--- src/rtl/motor_speed_pid_loop_macros.svh ---
// Assertion macros shared by the motor speed loop RTL
`ifndef MOTOR_SPEED_PID_LOOP_MACROS_SVH
`define MOTOR_SPEED_PID_LOOP_MACROS_SVH

// Same-cycle implication, checked outside reset
`define MSP_ASSERT(lbl, clk, rst_n, ante, cons, msg) \
  lbl: assert property (@(posedge clk) disable iff (!rst_n) (ante) |-> (cons)) \
    else $error(msg);

// Next-cycle implication, checked outside reset
`define MSP_ASSERT_NEXT(lbl, clk, rst_n, ante, cons, msg) \
  lbl: assert property (@(posedge clk) disable iff (!rst_n) (ante) |=> (cons)) \
    else $error(msg);

`endif

--- src/rtl/msp_pkg.sv ---
// Shared types and constants of the motor speed loop
package msp_pkg;

  // Shared multiplier operand and product widths
  localparam int unsigned MulAW = 33;
  localparam int unsigned MulBW = 17;
  localparam int unsigned MulPW = MulAW + MulBW;

  // Shared divider dividend and divisor widths
  localparam int unsigned DivNW = 55;
  localparam int unsigned DivDW = 48;

  // ms per minute, scales ticks per ms to rpm
  localparam logic [MulBW-1:0] MsPerMin = 17'd60000;
  // full PWM duty
  localparam logic [MulBW-1:0] DutyFull = 17'd255;

  // Configuration register indexes
  typedef enum logic [2:0] {
    REG_COUNTS_PER_REV,
    REG_MAX_RPM,
    REG_UPDATE_PERIOD,
    REG_GAIN_P,
    REG_GAIN_I,
    REG_GAIN_D,
    REG_OUT_MIN,
    REG_OUT_MAX
  } cfg_reg_e;

  // Input item kinds
  typedef enum logic {
    OP_EDGE = 1'b0,
    OP_STEP = 1'b1
  } op_e;

  // Multiplier request, operands taken as signed
  typedef struct packed {
    logic [MulAW-1:0] a;
    logic [MulBW-1:0] b;
  } mul_req_t;

  // Divider request
  typedef struct packed {
    logic             start;
    logic [DivNW-1:0] dividend;
    logic [DivDW-1:0] divisor;
  } div_req_t;

  // Divider status
  typedef struct packed {
    logic busy;
    logic done;
  } div_stat_t;

endpackage

--- src/rtl/msp_mul.sv ---
// Shared signed multiplier with registered product
module msp_mul import msp_pkg::*; (
  input  logic                    clk_i,
  input  mul_req_t                req_i,
  output logic signed [MulPW-1:0] prod_o
);

  logic signed [MulPW-1:0] prod_q;

  // one product per cycle, read the cycle after the request
  always_ff @(posedge clk_i) begin
    prod_q <= $signed(req_i.a) * $signed(req_i.b);
  end

  assign prod_o = prod_q;

endmodule

--- src/rtl/msp_div.sv ---
// Restoring unsigned divider, one quotient bit per cycle
module msp_div import msp_pkg::*; (
  input  logic             clk_i,
  input  logic             rst_ni,
  input  div_req_t         req_i,
  output div_stat_t        stat_o,
  output logic [DivNW-1:0] quot_o
);

  localparam int unsigned CntW = $clog2(DivNW + 1);

  logic [CntW-1:0]  cnt_q;
  logic             busy_q;
  logic             done_q;
  logic [DivDW-1:0] rem_q;
  logic [DivDW-1:0] rem_d;
  logic [DivDW-1:0] dvs_q;
  logic [DivNW-1:0] quo_q;
  logic [DivNW-1:0] quo_d;
  logic [DivDW:0]   rem_sh;
  logic [DivDW:0]   rem_sub;
  logic             fits;

  // one shift-and-subtract step; dividend bits leave the top of quo_q,
  // quotient bits enter at the bottom
  always_comb begin
    rem_sh  = {rem_q, quo_q[DivNW-1]};
    rem_sub = rem_sh - {1'b0, dvs_q};
    fits    = (rem_sh >= {1'b0, dvs_q});
    rem_d   = fits ? rem_sub[DivDW-1:0] : rem_sh[DivDW-1:0];
    quo_d   = {quo_q[DivNW-2:0], fits};
  end

  // step counter and status
  always_ff @(posedge clk_i or negedge rst_ni) begin
    if (!rst_ni) begin
      busy_q <= 1'b0;
      done_q <= 1'b0;
      cnt_q  <= '0;
    end else begin
      done_q <= 1'b0;
      if (req_i.start) begin
        busy_q <= 1'b1;
        cnt_q  <= CntW'(DivNW);
      end else if (busy_q) begin
        cnt_q <= cnt_q - 1'b1;
        if (cnt_q == CntW'(1)) begin
          busy_q <= 1'b0;
          done_q <= 1'b1;
        end
      end
    end
  end

  // datapath
  always_ff @(posedge clk_i) begin
    if (req_i.start) begin
      rem_q <= '0;
      quo_q <= req_i.dividend;
      dvs_q <= req_i.divisor;
    end else if (busy_q) begin
      rem_q <= rem_d;
      quo_q <= quo_d;
    end
  end

  assign stat_o.busy = busy_q;
  assign stat_o.done = done_q;
  assign quot_o      = quo_q;

endmodule

--- src/rtl/motor_speed_pid_loop.sv ---
// Motor speed loop top level: tick counter, speed measurement, PID and PWM drive
//
//  channel | dir | handshake                     | contents
//  s_axis  | in  | s_axis_tvalid / s_axis_tready | op in tuser; now_ms, target_rpm in tdata
//  m_axis  | out | m_axis_tvalid / m_axis_tready | duty, reverse, measured_rpm, taken
//  cfg     | in  | cfg_we_i                      | register index and write data
//
// An encoder edge is taken without leaving idle, and edges may arrive back to back.
// A control step runs one division, two when the speed is re-measured, on the shared
// one-bit-per-cycle divider (55 steps per division).
// Reset loads the register defaults and clears all loop state; no clearing pass.
// One result waits in the output register while the next item is accepted; a
// finished step holds there until that register frees up.
`include "motor_speed_pid_loop_macros.svh"

module motor_speed_pid_loop import msp_pkg::*; (
  input  logic        clk_i,
  input  logic        rst_ni,
  // request input
  input  logic        s_axis_tvalid,
  output logic        s_axis_tready,
  input  logic [55:0] s_axis_tdata,   // [31:0] now_ms, [55:32] target_rpm
  input  logic        s_axis_tuser,   // [0] op
  // result output
  output logic        m_axis_tvalid,
  input  logic        m_axis_tready,
  output logic [47:0] m_axis_tdata,   // [7:0] duty, [8] reverse, [40:9] measured_rpm,
                                      // [41] measurement_taken, [47:42] zero
  // configuration writes
  input  logic        cfg_we_i,
  input  logic [2:0]  cfg_idx_i,
  input  logic [23:0] cfg_data_i
);

  typedef enum logic [4:0] {
    ST_IDLE,
    ST_CHECK,
    ST_MEAS_DEN,
    ST_MEAS_DIVS,
    ST_MEAS_WAIT,
    ST_ERR,
    ST_SUM,
    ST_P_ERR,
    ST_D_ERR,
    ST_I_LO,
    ST_I_HI,
    ST_ACC_END,
    ST_CLAMP,
    ST_DRV_MUL,
    ST_DRV_DIVS,
    ST_DRV_WAIT,
    ST_OUT
  } state_e;

  state_e state_q;

  // configuration
  logic [15:0]        cpr_q;
  logic [15:0]        mr_q;
  logic [9:0]         period_q;
  logic signed [15:0] gp_q;
  logic signed [15:0] gi_q;
  logic signed [15:0] gd_q;
  logic signed [23:0] omin_q;
  logic signed [23:0] omax_q;

  // loop state
  logic [31:0]        tick_q;
  logic [31:0]        tick_meas_q;
  logic [31:0]        meas_time_q;
  logic signed [31:0] speed_q;
  logic signed [47:0] sum_q;
  logic signed [31:0] last_err_q;
  logic signed [8:0]  drive_q;

  // per-step working registers
  logic [31:0]        now_q;
  logic signed [23:0] target_q;
  logic [31:0]        dt_q;
  logic               dneg_q;
  logic               taken_q;
  logic [54:0]        num_q;
  logic signed [31:0] err_q;
  logic signed [32:0] deriv_q;
  logic signed [63:0] acc_q;
  logic signed [23:0] pid_q;
  logic [7:0]         duty_q;
  logic               rev_q;

  // output register
  logic               m_valid_q;
  logic [47:0]        m_data_q;

  // shared units
  mul_req_t                mul_req;
  logic signed [MulPW-1:0] prod;
  div_req_t                div_req;
  div_stat_t               div_stat;
  logic [DivNW-1:0]        quot;

  // combinational helpers
  logic [31:0]        dt;
  logic [31:0]        delta;
  logic [31:0]        dmag;
  logic [15:0]        cpr_eff;
  logic [15:0]        mr_eff;
  logic signed [32:0] diff;
  logic signed [31:0] err_new;
  logic signed [48:0] sum_wide;
  logic signed [47:0] sum_new;
  logic signed [32:0] deriv_new;
  logic signed [63:0] prod_ext;
  logic signed [63:0] prod_hi;
  logic signed [55:0] pid_full;
  logic signed [55:0] omin_ext;
  logic signed [55:0] omax_ext;
  logic signed [23:0] pid_new;
  logic [23:0]        pid_abs;
  logic signed [31:0] speed_new;
  logic [7:0]         mag_new;
  logic               in_acc;
  logic               out_free;
  logic               out_load;

  msp_mul u_mul (
    .clk_i  (clk_i),
    .req_i  (mul_req),
    .prod_o (prod)
  );

  msp_div u_div (
    .clk_i  (clk_i),
    .rst_ni (rst_ni),
    .req_i  (div_req),
    .stat_o (div_stat),
    .quot_o (quot)
  );

  assign in_acc   = s_axis_tvalid && s_axis_tready;
  assign out_free = !m_valid_q || m_axis_tready;
  assign out_load = (state_q == ST_OUT) && out_free;

  // measurement terms
  always_comb begin
    dt      = now_q - meas_time_q;
    delta   = tick_q - tick_meas_q;
    dmag    = delta[31] ? (32'd0 - delta) : delta;
    cpr_eff = (cpr_q == 16'd0) ? 16'd1 : cpr_q;
    mr_eff  = (mr_q == 16'd0) ? 16'd1 : mr_q;
  end

  // speed from quotient, saturated to 32 bit signed
  always_comb begin
    if (dneg_q) begin
      speed_new = (quot >= 55'h8000_0000) ? 32'sh8000_0000 : -$signed(quot[31:0]);
    end else begin
      speed_new = (quot > 55'h7FFF_FFFF) ? 32'sh7FFF_FFFF : $signed(quot[31:0]);
    end
    mag_new = (quot > 55'd255) ? 8'd255 : quot[7:0];
  end

  // error, integral and derivative terms
  always_comb begin
    diff = {{9{target_q[23]}}, target_q} - {speed_q[31], speed_q};
    if (diff[32] != diff[31]) begin
      err_new = diff[32] ? 32'sh8000_0000 : 32'sh7FFF_FFFF;
    end else begin
      err_new = diff[31:0];
    end
    sum_wide = {sum_q[47], sum_q} + {{17{err_q[31]}}, err_q};
    if (target_q == 24'sd0 && err_q == 32'sd0) begin
      sum_new = '0;
    end else if (sum_wide[48] != sum_wide[47]) begin
      sum_new = sum_wide[48] ? {1'b1, 47'd0} : {1'b0, {47{1'b1}}};
    end else begin
      sum_new = sum_wide[47:0];
    end
    deriv_new = {err_q[31], err_q} - {last_err_q[31], last_err_q};
  end

  // accumulator terms and output clamp
  always_comb begin
    prod_ext = {{(64 - MulPW){prod[MulPW-1]}}, prod};
    prod_hi  = {prod[39:0], 24'd0};
    pid_full = acc_q[63:8];
    omin_ext = {{32{omin_q[23]}}, omin_q};
    omax_ext = {{32{omax_q[23]}}, omax_q};
    if (pid_full < omin_ext) begin
      pid_new = omin_q;
    end else if (pid_full > omax_ext) begin
      pid_new = omax_q;
    end else begin
      pid_new = pid_full[23:0];
    end
    pid_abs = pid_q[23] ? (24'd0 - pid_q) : pid_q;
  end

  // operand selection for the shared multiplier
  always_comb begin
    mul_req = '0;
    unique case (state_q)
      ST_CHECK: begin
        mul_req.a = {1'b0, dmag};
        mul_req.b = MsPerMin;
      end
      ST_MEAS_DEN: begin
        mul_req.a = {1'b0, dt_q};
        mul_req.b = {1'b0, cpr_eff};
      end
      ST_P_ERR: begin
        mul_req.a = {err_q[31], err_q};
        mul_req.b = {gp_q[15], gp_q};
      end
      ST_D_ERR: begin
        mul_req.a = deriv_q;
        mul_req.b = {gd_q[15], gd_q};
      end
      ST_I_LO: begin
        mul_req.a = {9'd0, sum_q[23:0]};
        mul_req.b = {gi_q[15], gi_q};
      end
      ST_I_HI: begin
        mul_req.a = {{9{sum_q[47]}}, sum_q[47:24]};
        mul_req.b = {gi_q[15], gi_q};
      end
      ST_DRV_MUL: begin
        mul_req.a = {9'd0, pid_abs};
        mul_req.b = DutyFull;
      end
      default: mul_req = '0;
    endcase
  end

  // divider start and operands
  always_comb begin
    div_req = '0;
    unique case (state_q)
      ST_MEAS_DIVS: begin
        div_req.start    = 1'b1;
        div_req.dividend = num_q;
        div_req.divisor  = prod[47:0];
      end
      ST_DRV_DIVS: begin
        div_req.start    = 1'b1;
        div_req.dividend = {24'd0, prod[30:0]};
        div_req.divisor  = {24'd0, mr_eff, 8'd0};
      end
      default: div_req = '0;
    endcase
  end

  // sequencer, configuration and loop state
  always_ff @(posedge clk_i or negedge rst_ni) begin
    if (!rst_ni) begin
      state_q     <= ST_IDLE;
      cpr_q       <= 16'd1000;
      mr_q        <= 16'd100;
      period_q    <= 10'd50;
      gp_q        <= 16'sd256;
      gi_q        <= '0;
      gd_q        <= '0;
      omin_q      <= 24'sh80_0000;
      omax_q      <= 24'sh7F_FFFF;
      tick_q      <= '0;
      tick_meas_q <= '0;
      meas_time_q <= '0;
      speed_q     <= '0;
      sum_q       <= '0;
      last_err_q  <= '0;
      drive_q     <= '0;
      now_q       <= '0;
      target_q    <= '0;
      dt_q        <= '0;
      dneg_q      <= 1'b0;
      taken_q     <= 1'b0;
      num_q       <= '0;
      err_q       <= '0;
      deriv_q     <= '0;
      acc_q       <= '0;
      pid_q       <= '0;
      duty_q      <= '0;
      rev_q       <= 1'b0;
      m_valid_q   <= 1'b0;
      m_data_q    <= '0;
    end else begin
      // configuration writes
      if (cfg_we_i) begin
        unique case (cfg_reg_e'(cfg_idx_i))
          REG_COUNTS_PER_REV: cpr_q    <= cfg_data_i[15:0];
          REG_MAX_RPM:        mr_q     <= cfg_data_i[15:0];
          REG_UPDATE_PERIOD:  period_q <= cfg_data_i[9:0];
          REG_GAIN_P:         gp_q     <= cfg_data_i[15:0];
          REG_GAIN_I:         gi_q     <= cfg_data_i[15:0];
          REG_GAIN_D:         gd_q     <= cfg_data_i[15:0];
          REG_OUT_MIN:        omin_q   <= cfg_data_i;
          REG_OUT_MAX:        omax_q   <= cfg_data_i;
        endcase
      end

      // output register drains unless a new result loads in the same cycle
      if (m_valid_q && m_axis_tready && !out_load) begin
        m_valid_q <= 1'b0;
      end

      unique case (state_q)
        ST_IDLE: begin
          if (in_acc) begin
            if (op_e'(s_axis_tuser) == OP_STEP) begin
              now_q    <= s_axis_tdata[31:0];
              target_q <= s_axis_tdata[55:32];
              taken_q  <= 1'b0;
              state_q  <= ST_CHECK;
            end else if (drive_q > 9'sd0) begin
              tick_q <= tick_q + 32'd1;
            end else if (drive_q < 9'sd0) begin
              tick_q <= tick_q - 32'd1;
            end
          end
        end
        ST_CHECK: begin
          if (dt > {22'd0, period_q}) begin
            dt_q        <= dt;
            dneg_q      <= delta[31];
            meas_time_q <= now_q;
            tick_meas_q <= tick_q;
            taken_q     <= 1'b1;
            state_q     <= ST_MEAS_DEN;
          end else begin
            state_q <= ST_ERR;
          end
        end
        ST_MEAS_DEN: begin
          num_q   <= {prod[46:0], 8'd0};
          state_q <= ST_MEAS_DIVS;
        end
        ST_MEAS_DIVS: begin
          state_q <= ST_MEAS_WAIT;
        end
        ST_MEAS_WAIT: begin
          if (div_stat.done) begin
            speed_q <= speed_new;
            state_q <= ST_ERR;
          end
        end
        ST_ERR: begin
          err_q   <= err_new;
          state_q <= ST_SUM;
        end
        ST_SUM: begin
          sum_q      <= sum_new;
          deriv_q    <= deriv_new;
          last_err_q <= err_q;
          state_q    <= ST_P_ERR;
        end
        ST_P_ERR: begin
          state_q <= ST_D_ERR;
        end
        ST_D_ERR: begin
          acc_q   <= prod_ext;
          state_q <= ST_I_LO;
        end
        ST_I_LO: begin
          acc_q   <= acc_q + prod_ext;
          state_q <= ST_I_HI;
        end
        ST_I_HI: begin
          acc_q   <= acc_q + prod_ext;
          state_q <= ST_ACC_END;
        end
        ST_ACC_END: begin
          acc_q   <= acc_q + prod_hi;
          state_q <= ST_CLAMP;
        end
        ST_CLAMP: begin
          pid_q   <= pid_new;
          state_q <= ST_DRV_MUL;
        end
        ST_DRV_MUL: begin
          state_q <= ST_DRV_DIVS;
        end
        ST_DRV_DIVS: begin
          state_q <= ST_DRV_WAIT;
        end
        ST_DRV_WAIT: begin
          if (div_stat.done) begin
            duty_q <= mag_new;
            // a zero magnitude counts as stopped, not reverse
            rev_q  <= pid_q[23] && (mag_new != 8'd0);
            if (pid_q[23]) begin
              drive_q <= 9'sd0 - $signed({1'b0, mag_new});
            end else begin
              drive_q <= $signed({1'b0, mag_new});
            end
            state_q <= ST_OUT;
          end
        end
        ST_OUT: begin
          if (out_free) begin
            m_valid_q <= 1'b1;
            m_data_q  <= {6'd0, taken_q, speed_q, rev_q, duty_q};
            state_q   <= ST_IDLE;
          end
        end
        default: state_q <= ST_IDLE;
      endcase
    end
  end

  assign s_axis_tready = (state_q == ST_IDLE);
  assign m_axis_tvalid = m_valid_q;
  assign m_axis_tdata  = m_data_q;

  // checks on the sequencer
  `MSP_ASSERT(a_div_start_idle, clk_i, rst_ni, div_req.start, !div_stat.busy, "divider started while busy")
  `MSP_ASSERT(a_div_done_wait, clk_i, rst_ni, div_stat.done, (state_q == ST_MEAS_WAIT) || (state_q == ST_DRV_WAIT), "divider result with no one waiting")
  `MSP_ASSERT(a_out_load_free, clk_i, rst_ni, out_load, (!m_axis_tvalid || m_axis_tready), "result overwrites a pending one")
  `MSP_ASSERT_NEXT(a_step_blocks, clk_i, rst_ni, s_axis_tvalid && s_axis_tready && s_axis_tuser, !s_axis_tready, "control step did not block the input")
  `MSP_ASSERT(a_drive_range, clk_i, rst_ni, 1'b1, drive_q != 9'sh100, "drive outside -255 to 255")

endmodule
--- config.mk ---
export PLATFORM = sky130hd
export DESIGN_NAME = motor_speed_pid_loop
export DESIGN_NICKNAME = d
export VERILOG_FILES = /design/src/rtl/msp_pkg.sv /design/src/rtl/msp_mul.sv /design/src/rtl/msp_div.sv /design/src/rtl/motor_speed_pid_loop.sv
export VERILOG_INCLUDE_DIRS = /design/src /design/src/rtl
export SDC_FILE = /design/constraint.sdc
export NUM_CORES = 2
export LEC_CHECK = 0
export BUFFER_PORTS_ARGS = -buffer_cell sky130_fd_sc_hd__buf_2
export CAP_MARGIN = 15
export CORE_AREA = 5 5 348 691
export CTS_CLUSTER_DIAMETER = 50
export DETAILED_ROUTE_END_ITERATION = 8
export DIE_AREA = 0 0 353 696
export SLEW_MARGIN = 20
export SYNTH_ARGS = -nofsm -noshare
export SYNTH_HDL_FRONTEND = slang
export SYNTH_HIERARCHICAL = 1
export SYNTH_SLANG_ARGS = --single-unit
export TNS_END_PERCENT = 100
--- constraint.sdc ---
create_clock -name clk_i -period 23.1 [get_ports clk_i]
set_input_delay 3.465 -clock clk_i [delete_from_list [all_inputs] [get_ports clk_i]]
set_output_delay 3.465 -clock clk_i [all_outputs]
set_load 0.1 [all_outputs]
# Word level (Yosys, flattened, before mapping)
# Index checks and enable logic that the tools add are counted.
# W data, S select, Z words.
# op_classes
bitwise_logic,1
addsub,15
n_lt_le_gt_ge,9
mul,1
n_reduce_logical,37
mux,46
n_eq_ne,32
# ops
cell,n
$pmux W50 S7,1
$mux W32,8
$pmux W104 S2,1
$mux W48,4
$pmux W64 S3,1
$mux W55,2
$pmux W5 S17,1
$mux W24,3
$add A64 B50 Y64,1
$add A64 B64 Y64,1
$sub A32 B32 Y32,2
$gt A56 B24 Y1,1
$lt A56 B24 Y1,1
$ge A55 B32 Y1 const B,1
$gt A55 B31 Y1 const B,1
$gt A55 B8 Y1 const B,1
$mul A33 B17 Y50,1
$add A48 B32 Y49,1
$ge A49 B48 Y1,1
$sub A48 B48 Y48,1
$eq A5 B4 Y1 const B,8
$sub A24 B32 Y33,1
$sub A32 B32 Y33,1
$add A32 B1 Y32 const B,1
45 further kinds,96
# totals
input_bits,89
word_cells,178
reg_bits,911

# Logic depth before layout (Yosys ltp)
# logic_depth
ltp_word,8
mapped_depth,39
mapped_depth_nobuf,37

# Modules after synthesis
# The synthesis kept the hierarchy.
# modules_own_cells
mod,instances,cells_per_inst,area_each_um2
motor_speed_pid_loop,1,5936,51842.2
msp_mul,1,2257,20500.9
msp_div,1,930,9241.4

# Worst setup path before layout
# No wires, ideal clock.
# synth_timing
path_type,register to register
startpoint,register tick_q[0]
endpoint,register u_mul.prod_q[49] (netlist: u_mul/prod_o[49])
path_buffers,2
required_time_ns,22.975
setup_ns,0.125
period_less_slack_ns,9.521
stages_incl_launch_ff,36
arrival_time_ns,9.396
setup_slack_ns,13.579
cell_sequence,dfrtp_1 -> inv_1 -> ha_1 -> inv_1 -> fa_1 -> a21o_1 -> a221o_1 -> a211o_1 -> a31oi_1 -> xnor2_1 -> or3_1 -> or4_1 -> o41ai_1 -> xor2_1 -> o211ai_1 -> clkbuf_1 -> nand2_1 -> fa_1 -> inv_1 -> fa_1 -> inv_1 -> fa_1 -> inv_1 -> fa_1 -> fa_1 -> inv_1 -> fa_1 -> inv_1 -> ha_1 -> clkbuf_1 -> nand4_1 -> or3_1 -> o32ai_2 -> o21ai_2 -> o311ai_2 -> xnor2_1
# synth_lines
item,line,rtl
from (decl),motor_speed_pid_loop.sv:68,logic [31:0] tick_q;
from (signal assigned),motor_speed_pid_loop.sv:314,tick_q <= tick_q + 32'd1;
from (signal assigned),motor_speed_pid_loop.sv:316,tick_q <= tick_q - 32'd1;
to (signal assigned),msp_mul.sv:12,prod_q <= $signed(req_i.a) * $signed(req_i.b);
to (decl),msp_mul.sv:8,logic signed [MulPW-1:0] prod_q;

==> impl_metrics.json <==
{
  "setup.worst_path.class": "reg -> reg",
  "p_comb_frac": 0.517,
  "min_period_ns": 10.41,
  "cap_violations": 0,
  "fin_skew_ns": 0.0330,
  "critical-path-top-delay-family": "adder cells",
  "timing.rr.start": "tick_q[5]",
  "io_pins": 139,
  "fin_util": 0.381,
  "slew_headroom": 0.229,
  "grt_max_degree": 148,
  "die_y_um": 696,
  "switching_power_uw": 4210,
  "multi_input_area_um2": 53700,
  "setup_viol": 0,
  "final-hold-violation-count": 0,
  "cts_root_buf": "clkbuf_16",
  "crit_arrival_ns": 11.05,
  "p_int_uw": 5080,
  "antenna_left": 0,
  "grt_pass1_vias": 67200,
  "seq_power_share": 0.280,
  "port_buffers": 132,
  "cp_slowest_stage_delay_ns": 0.92,
  "synth_warnings": 6,
  "ir_drop_mv": 0.0943,
  "dr.pass1.iters": 8,
  "antenna_found_initial": 8,
  "tightest_slew_ns": 1.16,
  "rows": 252,
  "syn_inst": 9122,
  "tns_ns": 0,
  "required_ns": 23.73,
  "hpwl_um": 197000,
  "hold_path.class": "reg -> reg",
  "gr-total-overflow": 0,
  "drive_gt1_frac": 0.107,
  "ctsHoldBuffers": 0,
  "core_area_um2": 235000,
  "outcome": "finished, final reports clean",
  "grt_pass1_wl_um": 402000,
  "cts_sinks": 909,
  "crit_path_start_kind": "flip-flop",
  "syn2layout_area_growth_pct": 9.78,
  "totalWireLength_um": 261000,
  "synth_area_um2": 81600,
  "synth_area_per_cell_um2": 8.94,
  "nets": 10300,
  "cts_tree": "yes",
  "power_uw": 9290,
  "drc": 0,
  "crit_start": "tick_q[5]",
  "dieArea_um2": 246000,
  "post_cts_buffers": 0,
  "grtUsageTotal": 0.207,
  "crit_path_max_fanout": 17,
  "seq_area_um2": 22800,
  "fp.dieW_um": 353,
  "clk_pin_slew_ns": 0.06,
  "gp_congestion": 0.934,
  "crit_top_cell": "fa_1",
  "fill_cells": 23600,
  "fin_crit_sh": 0.451,
  "slew_viol_final": 0,
  "wire_per_inst_um": 21.4,
  "start_util": 0.347,
  "cts_buffers": 112,
  "hp-start": "num_q[46]",
  "finalWorstSetupSlack_ns": 12.69,
  "clockPowerShare": 0.204,
  "drtIter0Drc": 5445,
  "vias_per_cell": 5.54,
  "leakage_uw": 0.0423,
  "critPathSlowestCell": "o2111ai_2",
  "timing.critical_path.buf_inv": 6,
  "cts.path.max_buffers": 3,
  "clk_latency_ns": 0.75,
  "fmax_mhz": 96.1,
  "cellPowerDensity_nw_per_um2": 104,
  "crit_path_end_kind": "flip-flop",
  "post-place-ws_ns": 12.79,
  "rsz0062_at_grt": "false",
  "htree_levels": 3,
  "p_sw_frac": 0.453,
  "via_count": 67700,
  "cts_resized": 0
}
-- power by group through the flow --
| stage | combinational [uW] | sequential (uW) | clock, uW |
|---|---|---|---|
| floorplan | 3520 | 2380 | 0 |
| global placement | 4650 | 2600 | 0 |
| detailed placement | 4710 | 2610 | 0 |
| CTS | 4740 | 2580 | 1930 |
| global route | 5300 | 2650 | 1990 |
| finish | 4800 | 2600 | 1890 |
-- cell usage in the layout (no fill, tap or decap), types with 66 or more instances in the layout --
cell type and count:
o21bai_1 66, dfxtp_1 98, nand2_1 1075, o21ai_0 514
xor2_1 139, fa_1 545, nor2b_1 77, nand4_1 104
nor3_1 125, a21o_1 241, nor2_1 503, ha_1 599
edfxtp_1 103, a21oi_1 543, clkbuf_16 113, nand3_1 122
dfrtp_1 669, mux2_2 356, buf_4 119, and3_1 97
inv_1 976, xnor2_1 254, nand2b_1 70, buf_2 132
and2_1 279
-- worst paths after layout --
check	end	slack (ns)	depth (start not counted)
max in group asynchronous	now_q[15]	17.44	4
worst min-delay path	num_q[46]	0.47	2
worst min register to register	num_q[46]	0.47	2
min in group asynchronous	u_div/cnt_q[1]	2.73	1
worst max register to register	u_mul/prod_o[44]	12.69	33
worst max-delay path	u_mul/prod_o[44]	12.69	33
-- state kept, by name (all words and copies together), names as in the netlist, 33 cells and up --
| signal | count |
|---|---|
| acc_q | 64 |
| deriv_q | 33 |
| m_axis_tdata | 42 |
| num_q | 47 |
| sum_q | 48 |
| u_div/dvs_q | 48 |
| u_div/quot_o | 55 |
| u_div/rem_q | 48 |
| u_mul/prod_o | 50 |
-- through the flow --
stage | instances | area, um^2 | hold slack (ns)
after detailed placement | 12000 | 85600 | 0.455
after global routing | 12200 | 89600 | 0.482
after floorplan | 9127 | 81600 | 0.437
final | 12200 | 89600 | 0.465
after global placement | 12000 | 85500 | 0.450
after CTS | 12200 | 89500 | 0.470
-- layout make-up --
class                   instances  share of cell area
multi-input cells            6813               0.599
flip-flops and latches        909               0.255
well taps                    3048              0.0426
inverters                     977              0.0409
clock buffers                 141              0.0339
repair buffers                256              0.0183
clock inverters                67              0.0101
diodes                          2           0.0000559
-- metal layers --
metal,wire length (um),GRT usage,vias to the layer above
met4,12300,0.0836,0
li1,-,-,31400
met3,18600,0.0361,508
met2,120000,0.340,2208
met1,110000,0.271,33600
met5,0,0,-
-- worst register-to-register path, delay by kind of cell, from the launching register on --
| family | cells | cell delay [ns] |
|---|---|---|
| AOI/OAI and AO/OA | 11 | 3.31 |
| DFF | 1 | 0.41 |
| xor gates and xnor gates | 3 | 0.49 |
| buffers and inverters | 6 | 0.48 |
| and+or+nand+nor | 5 | 1.78 |
| adders and majority gates | 8 | 3.84 |
Power figures use the tool's default switching activity.
